**config.mk**
```make
export PLATFORM = sky130hd
export DESIGN_NAME = lru_page_replacement
export DESIGN_NICKNAME = d
export VERILOG_FILES = /design/src/rtl/core/lpr_pkg.sv /design/src/rtl/core/lpr_page_ram.sv /design/src/rtl/core/lpr_engine.sv /design/src/rtl/core/lru_page_replacement.sv
export SDC_FILE = /design/constraint.sdc
export NUM_CORES = 1
export LEC_CHECK = 0
export BUFFER_PORTS_ARGS = -buffer_cell sky130_fd_sc_hd__buf_2
export CAP_MARGIN = 20
export CELL_PAD_IN_SITES_DETAIL_PLACEMENT = 2
export CELL_PAD_IN_SITES_GLOBAL_PLACEMENT = 2
export CORE_ASPECT_RATIO = 1.75
export CORE_MARGIN = 8
export CORE_UTILIZATION = 41
export DETAILED_ROUTE_END_ITERATION = 10
export GPL_TIMING_DRIVEN = 0
export PLACE_DENSITY = 0.81
export SLEW_MARGIN = 25
export SYNTH_ARGS = -nofsm -noshare
export SYNTH_HDL_FRONTEND = slang
export SYNTH_HIERARCHICAL = 1
export SYNTH_SLANG_ARGS = --single-unit
```
**constraint.sdc**
```tcl
create_clock -name clk -period 6 [get_ports clk]
set_input_delay 1.8 -clock clk [delete_from_list [all_inputs] [get_ports clk]]
set_output_delay 1.8 -clock clk [all_outputs]
set_load 0.02 [all_outputs]
```
**src/rtl/core/lpr_pkg.sv**
```systemverilog
// ----------------------------------------------------------------------------
// lpr_pkg: shared types and constants of the LRU page replacement block
// Holds the sequencer state type, the result word layout and the fixed field
// widths used by the engine and the top level.
// ----------------------------------------------------------------------------
`default_nettype none

package lpr_pkg;

	// Fixed field widths of the stream and configuration ports.
	localparam int unsigned PAGE_IN_W  = 16;
	localparam int unsigned FRAME_W    = 4;
	localparam int unsigned COUNT_W    = 32;
	localparam int unsigned CFG_W      = 5;
	localparam int unsigned IN_DATA_W  = 16;
	localparam int unsigned OUT_DATA_W = 88;

	// Frame count after reset.
	localparam logic [CFG_W-1:0] FRAMES_RESET = 5'd4;

	typedef enum logic [1:0] {
		ST_IDLE,
		ST_SCAN,
		ST_DRAIN,
		ST_UPDATE
	} state_t;

	typedef struct packed {
		logic [COUNT_W-1:0]   hit_total;
		logic [COUNT_W-1:0]   fault_total;
		logic [PAGE_IN_W-1:0] evicted_page;
		logic                 evicted_valid;
		logic [FRAME_W-1:0]   frame_index;
		logic                 hit;
	} result_t;

endpackage

`default_nettype wire

```
**src/rtl/core/lpr_page_ram.sv**
```systemverilog
// ----------------------------------------------------------------------------
// lpr_page_ram: page number store
// One write port and one read port with registered read data. Entries hold
// no reset value; the engine reads only entries it has marked valid.
// ----------------------------------------------------------------------------
`default_nettype none

module lpr_page_ram #(
	parameter int unsigned DEPTH  = 16,
	parameter int unsigned DATA_W = 16,
	parameter int unsigned ADDR_W = 4
) (
	input  wire logic              clk,
	input  wire logic              we,
	input  wire logic [ADDR_W-1:0] waddr,
	input  wire logic [DATA_W-1:0] wdata,
	input  wire logic [ADDR_W-1:0] raddr,
	output logic      [DATA_W-1:0] rdata
);

	logic [DATA_W-1:0] mem_q [DEPTH];

	always_ff @(posedge clk) begin
		if (we) begin
			mem_q[waddr] <= wdata;
		end
	end

	always_ff @(posedge clk) begin
		rdata <= mem_q[raddr];
	end

endmodule

`default_nettype wire

```
**src/rtl/core/lpr_engine.sv**
```systemverilog
// ----------------------------------------------------------------------------
// lpr_engine: frame scan sequencer and recency update
// Walks the active frames one per cycle through a single compare stage,
// tracking the first match, the first empty frame and the oldest frame, then
// writes the chosen frame and ages the recency ranks in the update state.
// ----------------------------------------------------------------------------
`default_nettype none

module lpr_engine #(
	parameter int unsigned MAX_FRAMES = 16,
	parameter int unsigned PAGE_BITS  = 16,
	parameter int unsigned IDX_W      = 4
) (
	input  wire logic                 clk,
	input  wire logic                 arst_n,
	input  wire logic                 start,
	input  wire logic [PAGE_BITS-1:0] page,
	input  wire logic [IDX_W-1:0]     last_idx,
	input  wire logic                 out_free,
	output logic                      ready,
	output logic                      res_valid,
	output lpr_pkg::result_t          res
);

	localparam int unsigned OLD_W = IDX_W + 1;
	localparam logic [OLD_W-1:0] OLD_EMPTY = OLD_W'(MAX_FRAMES);

	lpr_pkg::state_t state_q, state_d;

	logic [PAGE_BITS-1:0] page_q;
	logic [IDX_W-1:0]     scan_q;

	// Compare stage, registered from the scan address along with the read data.
	logic             cmp_vld_s1;
	logic [IDX_W-1:0] cmp_idx_s1;
	logic [PAGE_BITS-1:0] rd_page;

	// Per-frame state.
	logic [MAX_FRAMES-1:0] valid_q;
	logic [IDX_W-1:0]      rank_q [MAX_FRAMES];

	// Scan trackers.
	logic                 found_q, empty_q;
	logic [IDX_W-1:0]     match_idx_q, empty_idx_q, max_idx_q;
	logic [IDX_W-1:0]     hit_rank_q, max_rank_q;
	logic [PAGE_BITS-1:0] max_page_q;

	logic [lpr_pkg::COUNT_W-1:0] fault_q, hit_q, fault_d, hit_d;

	logic             scan_en, upd;
	logic             cur_valid, cur_match;
	logic [IDX_W-1:0] cur_rank;
	logic [IDX_W-1:0] sel_idx;
	logic [OLD_W-1:0] old_rank;
	logic             ev_valid;

	assign cur_valid = valid_q[cmp_idx_s1];
	assign cur_rank  = rank_q[cmp_idx_s1];
	assign cur_match = cur_valid && (rd_page == page_q);

	always_comb begin
		state_d   = state_q;
		scan_en   = 1'b0;
		upd       = 1'b0;
		ready     = 1'b0;
		res_valid = 1'b0;
		case (state_q)
			lpr_pkg::ST_IDLE: begin
				ready = 1'b1;
				if (start) begin
					state_d = lpr_pkg::ST_SCAN;
				end
			end
			lpr_pkg::ST_SCAN: begin
				scan_en = 1'b1;
				if (scan_q == last_idx) begin
					state_d = lpr_pkg::ST_DRAIN;
				end
			end
			lpr_pkg::ST_DRAIN: begin
				state_d = lpr_pkg::ST_UPDATE;
			end
			lpr_pkg::ST_UPDATE: begin
				if (out_free) begin
					upd       = 1'b1;
					res_valid = 1'b1;
					state_d   = lpr_pkg::ST_IDLE;
				end
			end
			default: begin
				state_d = lpr_pkg::ST_IDLE;
			end
		endcase
	end

	always_ff @(posedge clk or negedge arst_n) begin
		if (!arst_n) begin
			state_q <= lpr_pkg::ST_IDLE;
		end else begin
			state_q <= state_d;
		end
	end

	lpr_page_ram #(
		.DEPTH  (MAX_FRAMES),
		.DATA_W (PAGE_BITS),
		.ADDR_W (IDX_W)
	) u_page_ram (
		.clk   (clk),
		.we    (upd),
		.waddr (sel_idx),
		.wdata (page_q),
		.raddr (scan_q),
		.rdata (rd_page)
	);

	always_ff @(posedge clk or negedge arst_n) begin
		if (!arst_n) begin
			cmp_vld_s1 <= 1'b0;
			scan_q     <= '0;
		end else begin
			cmp_vld_s1 <= scan_en;
			if (start && ready) begin
				scan_q <= '0;
			end else if (scan_en && (scan_q != last_idx)) begin
				scan_q <= scan_q + 1'b1;
			end
		end
	end

	always_ff @(posedge clk) begin
		cmp_idx_s1 <= scan_q;
		if (start && ready) begin
			page_q <= page;
		end
	end

	// Trackers: the first hit and first hole win; the oldest frame needs a
	// strictly larger rank to displace an earlier candidate.
	always_ff @(posedge clk or negedge arst_n) begin
		if (!arst_n) begin
			found_q <= 1'b0;
			empty_q <= 1'b0;
		end else if (start && ready) begin
			found_q <= 1'b0;
			empty_q <= 1'b0;
		end else if (cmp_vld_s1) begin
			if (cur_match) begin
				found_q <= 1'b1;
			end
			if (!cur_valid) begin
				empty_q <= 1'b1;
			end
		end
	end

	always_ff @(posedge clk) begin
		if (cmp_vld_s1) begin
			if (cur_match && !found_q) begin
				match_idx_q <= cmp_idx_s1;
				hit_rank_q  <= cur_rank;
			end
			if (!cur_valid && !empty_q) begin
				empty_idx_q <= cmp_idx_s1;
			end
			if ((cmp_idx_s1 == '0) || (cur_rank > max_rank_q)) begin
				max_idx_q  <= cmp_idx_s1;
				max_rank_q <= cur_rank;
				max_page_q <= rd_page;
			end
		end
	end

	always_comb begin
		ev_valid = 1'b0;
		if (found_q) begin
			sel_idx  = match_idx_q;
			old_rank = {1'b0, hit_rank_q};
		end else if (empty_q) begin
			sel_idx  = empty_idx_q;
			old_rank = OLD_EMPTY;
		end else begin
			sel_idx  = max_idx_q;
			old_rank = {1'b0, max_rank_q};
			ev_valid = 1'b1;
		end
	end

	// Recency update: the chosen frame becomes rank zero and every valid frame
	// that was more recent than it ages by one.
	for (genvar gi = 0; gi < MAX_FRAMES; gi++) begin : g_frame
		always_ff @(posedge clk or negedge arst_n) begin
			if (!arst_n) begin
				valid_q[gi] <= 1'b0;
				rank_q[gi]  <= '0;
			end else if (upd) begin
				if (sel_idx == IDX_W'(gi)) begin
					valid_q[gi] <= 1'b1;
					rank_q[gi]  <= '0;
				end else if (valid_q[gi] && ({1'b0, rank_q[gi]} < old_rank)) begin
					rank_q[gi] <= rank_q[gi] + 1'b1;
				end
			end
		end
	end

	always_comb begin
		fault_d = fault_q;
		hit_d   = hit_q;
		if (found_q) begin
			if (hit_q != '1) begin
				hit_d = hit_q + 1'b1;
			end
		end else if (fault_q != '1) begin
			fault_d = fault_q + 1'b1;
		end
	end

	always_ff @(posedge clk or negedge arst_n) begin
		if (!arst_n) begin
			fault_q <= '0;
			hit_q   <= '0;
		end else if (upd) begin
			fault_q <= fault_d;
			hit_q   <= hit_d;
		end
	end

	assign res.hit           = found_q;
	assign res.frame_index   = lpr_pkg::FRAME_W'(sel_idx);
	assign res.evicted_valid = ev_valid;
	assign res.evicted_page  = ev_valid ? lpr_pkg::PAGE_IN_W'(max_page_q) : '0;
	assign res.fault_total   = fault_d;
	assign res.hit_total     = hit_d;

endmodule

`default_nettype wire

```
**src/rtl/core/lru_page_replacement.sv**
```systemverilog
// ----------------------------------------------------------------------------
// lru_page_replacement: fully associative LRU page frame manager
// Takes one page reference per input word and returns one result word with
// the hit or fault, the frame used, any evicted page and running counts.
// ----------------------------------------------------------------------------
// Each accepted page reference is checked against the active frames one frame
// per cycle through a single compare stage that reads the page store. An item
// passes through an accept step, N scan steps, where N is the effective frame
// count (1 to MAX_FRAMES), a drain step for the store read latency and an
// update step in which the chosen frame is written and the recency ranks are
// aged. s_tready is high only while the block is idle. The finished result
// sits in an output register, so the next reference can be taken while the
// previous result waits for m_tready; the update step waits only if that
// register is still full. The frame count register may be written only while
// the block is idle; zero acts as one and values above MAX_FRAMES act as
// MAX_FRAMES. Frames above the count keep their contents and rejoin when the
// count grows. The hit and fault counts saturate at all ones.
// ----------------------------------------------------------------------------
`default_nettype none

module lru_page_replacement #(
	parameter int unsigned MAX_FRAMES = 16,
	parameter int unsigned PAGE_BITS  = 16
) (
	input  wire logic                              clk,
	input  wire logic                              arst_n,

	// Frame count register.
	input  wire logic                              cfg_we,
	input  wire logic [lpr_pkg::CFG_W-1:0]         cfg_wdata,

	// Page reference words.
	input  wire logic                              s_tvalid,
	output logic                                   s_tready,
	// tdata: page_number[15:0]
	input  wire logic [lpr_pkg::IN_DATA_W-1:0]     s_tdata,

	// Result words.
	output logic                                   m_tvalid,
	input  wire logic                              m_tready,
	// tdata: hit[0], frame_index[4:1], evicted_valid[5], evicted_page[21:6],
	//        fault_total[53:22], hit_total[85:54], zero fill[87:86]
	output logic [lpr_pkg::OUT_DATA_W-1:0]         m_tdata
);

	localparam int unsigned IDX_W = (MAX_FRAMES > 1) ? $clog2(MAX_FRAMES) : 1;
	localparam int unsigned LIM_W = (IDX_W + 1 > lpr_pkg::CFG_W) ? IDX_W + 1 : lpr_pkg::CFG_W;
	localparam logic [LIM_W-1:0] MAX_LIM = LIM_W'(MAX_FRAMES);

	logic [lpr_pkg::CFG_W-1:0] frames_q;
	logic [LIM_W-1:0]          frames_ext;
	logic [LIM_W-1:0]          frames_eff;
	logic [IDX_W-1:0]          last_idx;

	logic             eng_ready;
	logic             res_valid;
	logic             out_free;
	logic             start;
	lpr_pkg::result_t eng_res;
	lpr_pkg::result_t out_q;
	logic             out_vld_q;

	always_ff @(posedge clk or negedge arst_n) begin
		if (!arst_n) begin
			frames_q <= lpr_pkg::FRAMES_RESET;
		end else if (cfg_we) begin
			frames_q <= cfg_wdata;
		end
	end

	// Clamp the frame count into 1..MAX_FRAMES and turn it into a last index.
	always_comb begin
		frames_ext = LIM_W'(frames_q);
		if (frames_ext == '0) begin
			frames_eff = LIM_W'(1);
		end else if (frames_ext > MAX_LIM) begin
			frames_eff = MAX_LIM;
		end else begin
			frames_eff = frames_ext;
		end
		last_idx = IDX_W'(frames_eff - 1'b1);
	end

	assign s_tready = eng_ready;
	assign start    = s_tvalid && eng_ready;
	assign out_free = !out_vld_q || m_tready;

	lpr_engine #(
		.MAX_FRAMES (MAX_FRAMES),
		.PAGE_BITS  (PAGE_BITS),
		.IDX_W      (IDX_W)
	) u_engine (
		.clk       (clk),
		.arst_n    (arst_n),
		.start     (start),
		.page      (PAGE_BITS'(s_tdata)),
		.last_idx  (last_idx),
		.out_free  (out_free),
		.ready     (eng_ready),
		.res_valid (res_valid),
		.res       (eng_res)
	);

	// Output register: loads a finished result, holds it until taken.
	always_ff @(posedge clk or negedge arst_n) begin
		if (!arst_n) begin
			out_vld_q <= 1'b0;
		end else if (res_valid) begin
			out_vld_q <= 1'b1;
		end else if (m_tready) begin
			out_vld_q <= 1'b0;
		end
	end

	always_ff @(posedge clk) begin
		if (res_valid) begin
			out_q <= eng_res;
		end
	end

	assign m_tvalid = out_vld_q;
	assign m_tdata  = {2'b00, out_q};

endmodule

`default_nettype wire

```
==> results.py <==
metrics = {
    "run_status": {
        "status": "finished, final reports clean",
    },
    "global_route": {
        "grt_pass1_wl_mm": 115,
        "gr-total-overflow": 0,
        "grt_max_degree": 82,
        "grt_usage": 0.216,
        "grt_pass1_vias": 18124,
        "antenna_found_initial": 0,
    },
    "setup_path": {
        "reg2reg_slack_ps": 1200,
        "timing.critical_path.fanout_max": 67,
        "worstPathRequired_ps": 6330,
        "critPathLaunchType": "input pin",
        "arrival_ps": 6010,
        "end_kind": "register",
        "path_class": "in -> reg",
    },
    "place": {
        "port_buffers": 113,
        "place_congestion": 0.843,
        "post-dp-hpwl_mm": 54.9,
        "placed_cells": 2656,
    },
    "cts": {
        "max-clock-path-buffers": 3,
        "cts_setup_buffers": 0,
        "clkSinkCount": 573,
        "post_cts_resize_count": 0,
        "numCtsBuffers": 53,
        "path_clk_slew_ps": 70,
        "cts_max_level": 2,
        "clk_latency_ps": 640,
        "hold_buffers": 0,
        "root_buffer": "clkbuf_16",
        "cts_tree": "yes",
    },
    "timing": {
        "finalHoldViolations": 0,
        "setup_viol": 0,
        "rsz0062_at_grt": "no",
        "whs_ps": 458,
        "worst_pin_slew_ps": 1010,
        "fin_crit_ps": 5680,
        "period_share": 0.946,
        "slew_violations": 0,
        "maxSlewHeadroom": 0.324,
        "maxClockFrequency_mhz": 176,
        "clock_skew_ps": 33.4,
    },
    "yosys": {
        "synth_top_cell_area_share": 0.468,
        "synth_area_leaders": "edfxtp_1 47%, dfrtp_1 16%, mux4_2 7.0%",
        "yosys_warnings": 6,
        "syn_area_um2": 25300,
        "synthArstFlopShare": 0.277,
        "syn_avg_cell_area_um2": 14.6,
        "synth-seq-area-share": 0.641,
        "ys_types": 66,
        "synthCells": 1728,
        "ys_ff_latch": 573,
        "synth_top_cell_by_area": "edfxtp_1",
        "synthFlopType": "edfxtp_1",
        "synth_edf_count": 394,
    },
    "die": {
        "start_util": 0.414,
        "die_width_um": 204,
        "die_y_um": 345,
        "row_count": 120,
        "die_area_um2": 70200,
        "core_um2": 61100,
        "io_pins": 116,
    },
    "route": {
        "postRouteAntennaNets": 0,
        "wl_mm": 75.7,
        "drt_iter0_drc": 831,
        "drc": 0,
        "viasPerCell": 5.80,
        "vias": 15986,
        "avgRoutedWirePerCell_um": 27.5,
        "first_pass_iters": 5,
    },
    "min_path": {
        "hp-class": "reg -> reg",
    },
    "finish": {
        "layout-drive-gt1-share": 0.198,
        "nFillCells": 5806,
        "syn_to_final_growth_pct": 14.7,
        "finalNonFillerCells": 2755,
        "antennaDiodeCount": 0,
        "nets": 2020,
    },
    "flow_run": {
        "max_cap_viol_count": 0,
    },
    "power": {
        "irDropWorstVdd_v": 0.000308,
        "p_per_area_nw_per_um2": 445,
        "p_leak_nw": 10.7,
    },
}
==> flip-flops by register name (all words and copies together) (netlist names), 5 cells and up <==
register / cells
u_engine/u_page_ram/rdata: 16
u_engine/page_q: 16
u_engine/max_page_q: 16
u_engine/fault_q: 32
u_engine/valid_q: 16
frames_ext: 5
u_engine/u_page_ram/mem_q: 256
u_engine/hit_q: 32
m_tdata: 86
u_engine/rank_q: 64
==> routing by layer <==
| metal | wire [um] | GRT usage |
|---|---|---|
| met5 | 0 | 0 |
| met3 | 2880 | 0.0310 |
| met2 | 42300 | 0.416 |
| met4 | 4050 | 0.110 |
| met1 | 26400 | 0.223 |
==> power by group <==
group          leakage (nW)  internal (W)  switching (W)
clock                 0.860       0.00189        0.00153
combinational          4.00       0.00151        0.00244
sequential             5.87       0.00496       0.000577
total                  10.7       0.00837        0.00455
==> worst max-delay path, stage by stage <==
cell,delay (ps)
buf_2,80
nand2b_1,210
nand2_1,310
clkinv_1,360
clkbuf_1,700
buf_6,460
buf_16,350
or3b_2,610
nor3_2,410
buf_4,250
buf_4,170
buf_4,210
==> per-stage QoR <==
step	worst slack [ps]	utilization	instance area (um^2)	TNS (ps)	power [W]
floorplan	65.5	-	25300	0	0.00787
global placement	-3090	0.440	26900	-592640	0.00914
detailed placement	-340	0.446	27300	-4220	0.00957
CTS	309	0.475	29000	0	0.0131
global route	176	0.475	29000	0	0.0135
finish	322	0.475	29000	0	0.0129
==> cell usage in the layout (no fill, tap or decap), drive strengths merged, types with 24 or more instances in the layout <==
cell    synthesis  layout
nor3           38      38
buf            47     181
and2           24      24
nand2          99      99
and3           33      33
clkinv          1      25
o21ai          31      31
nand4          54      54
edfxtp        394     394
nor2          110     110
xnor2         123     123
xor2           39      39
nand3          60      60
inv            25      28
dfrtp         158     158
ha             76      76
a22oi          35      35
clkbuf         28      92
mux4           89      89
a21oi          42      42
==> logic make-up after synthesis <==
| kind of cell | Yosys count | synth area share |
|---|---|---|
| buf+inv | 101 | 0.0198 |
| flops | 573 | 0.641 |
| fa+ha+maj | 76 | 0.0376 |
| simple gates | 513 | 0.104 |
| other cells | 1 | 0.000148 |
| mux | 123 | 0.0948 |
| xor+xnor | 162 | 0.0561 |
| compound gates | 179 | 0.0468 |
==> synth_stat cells (25+ instances only) <==
cell type,count
a21oi_1,42
a22oi_1,35
and3_1,33
clkbuf_1,27
dfrtp_1,158
edfxtp_1,394
ha_1,76
inv_1,25
mux4_2,79
nand2_1,99
nand3_1,60
nand4_1,54
nor2_1,110
nor3_1,37
o21ai_0,29
xnor2_1,123
xor2_1,39
==> area by class of cell <==
cell class | count | area (um^2) | share of cell area
multi-input combinational | 1055 | 8710 | 0.300
inverter | 26 | 97.6 | 0.00336
sequential | 573 | 16200 | 0.559
buffer | 75 | 413 | 0.0142
clock inverter | 35 | 310 | 0.0107
clock buffer | 64 | 1440 | 0.0496
timing repair buffer | 134 | 840 | 0.0289
tap | 793 | 992 | 0.0342
==> worst paths after layout <==
kind	endpoint	cells after the start	startpoint
max in group asynchronous	u_engine/hit_q[11]	2	arst_n
hold / removal	u_engine/max_page_q[14]	0	u_engine/u_page_ram/rdata[14]
setup / recovery	u_engine/u_page_ram/mem_q[0][10]	12	m_tready
hold reg to reg	u_engine/max_page_q[14]	0	u_engine/u_page_ram/rdata[14]
setup reg to reg	u_engine/u_page_ram/mem_q[0][10]	11	u_engine/state_q[1]
min in group asynchronous	u_engine/rank_q[24]	1	arst_n
Power figures use the tool's default switching activity.
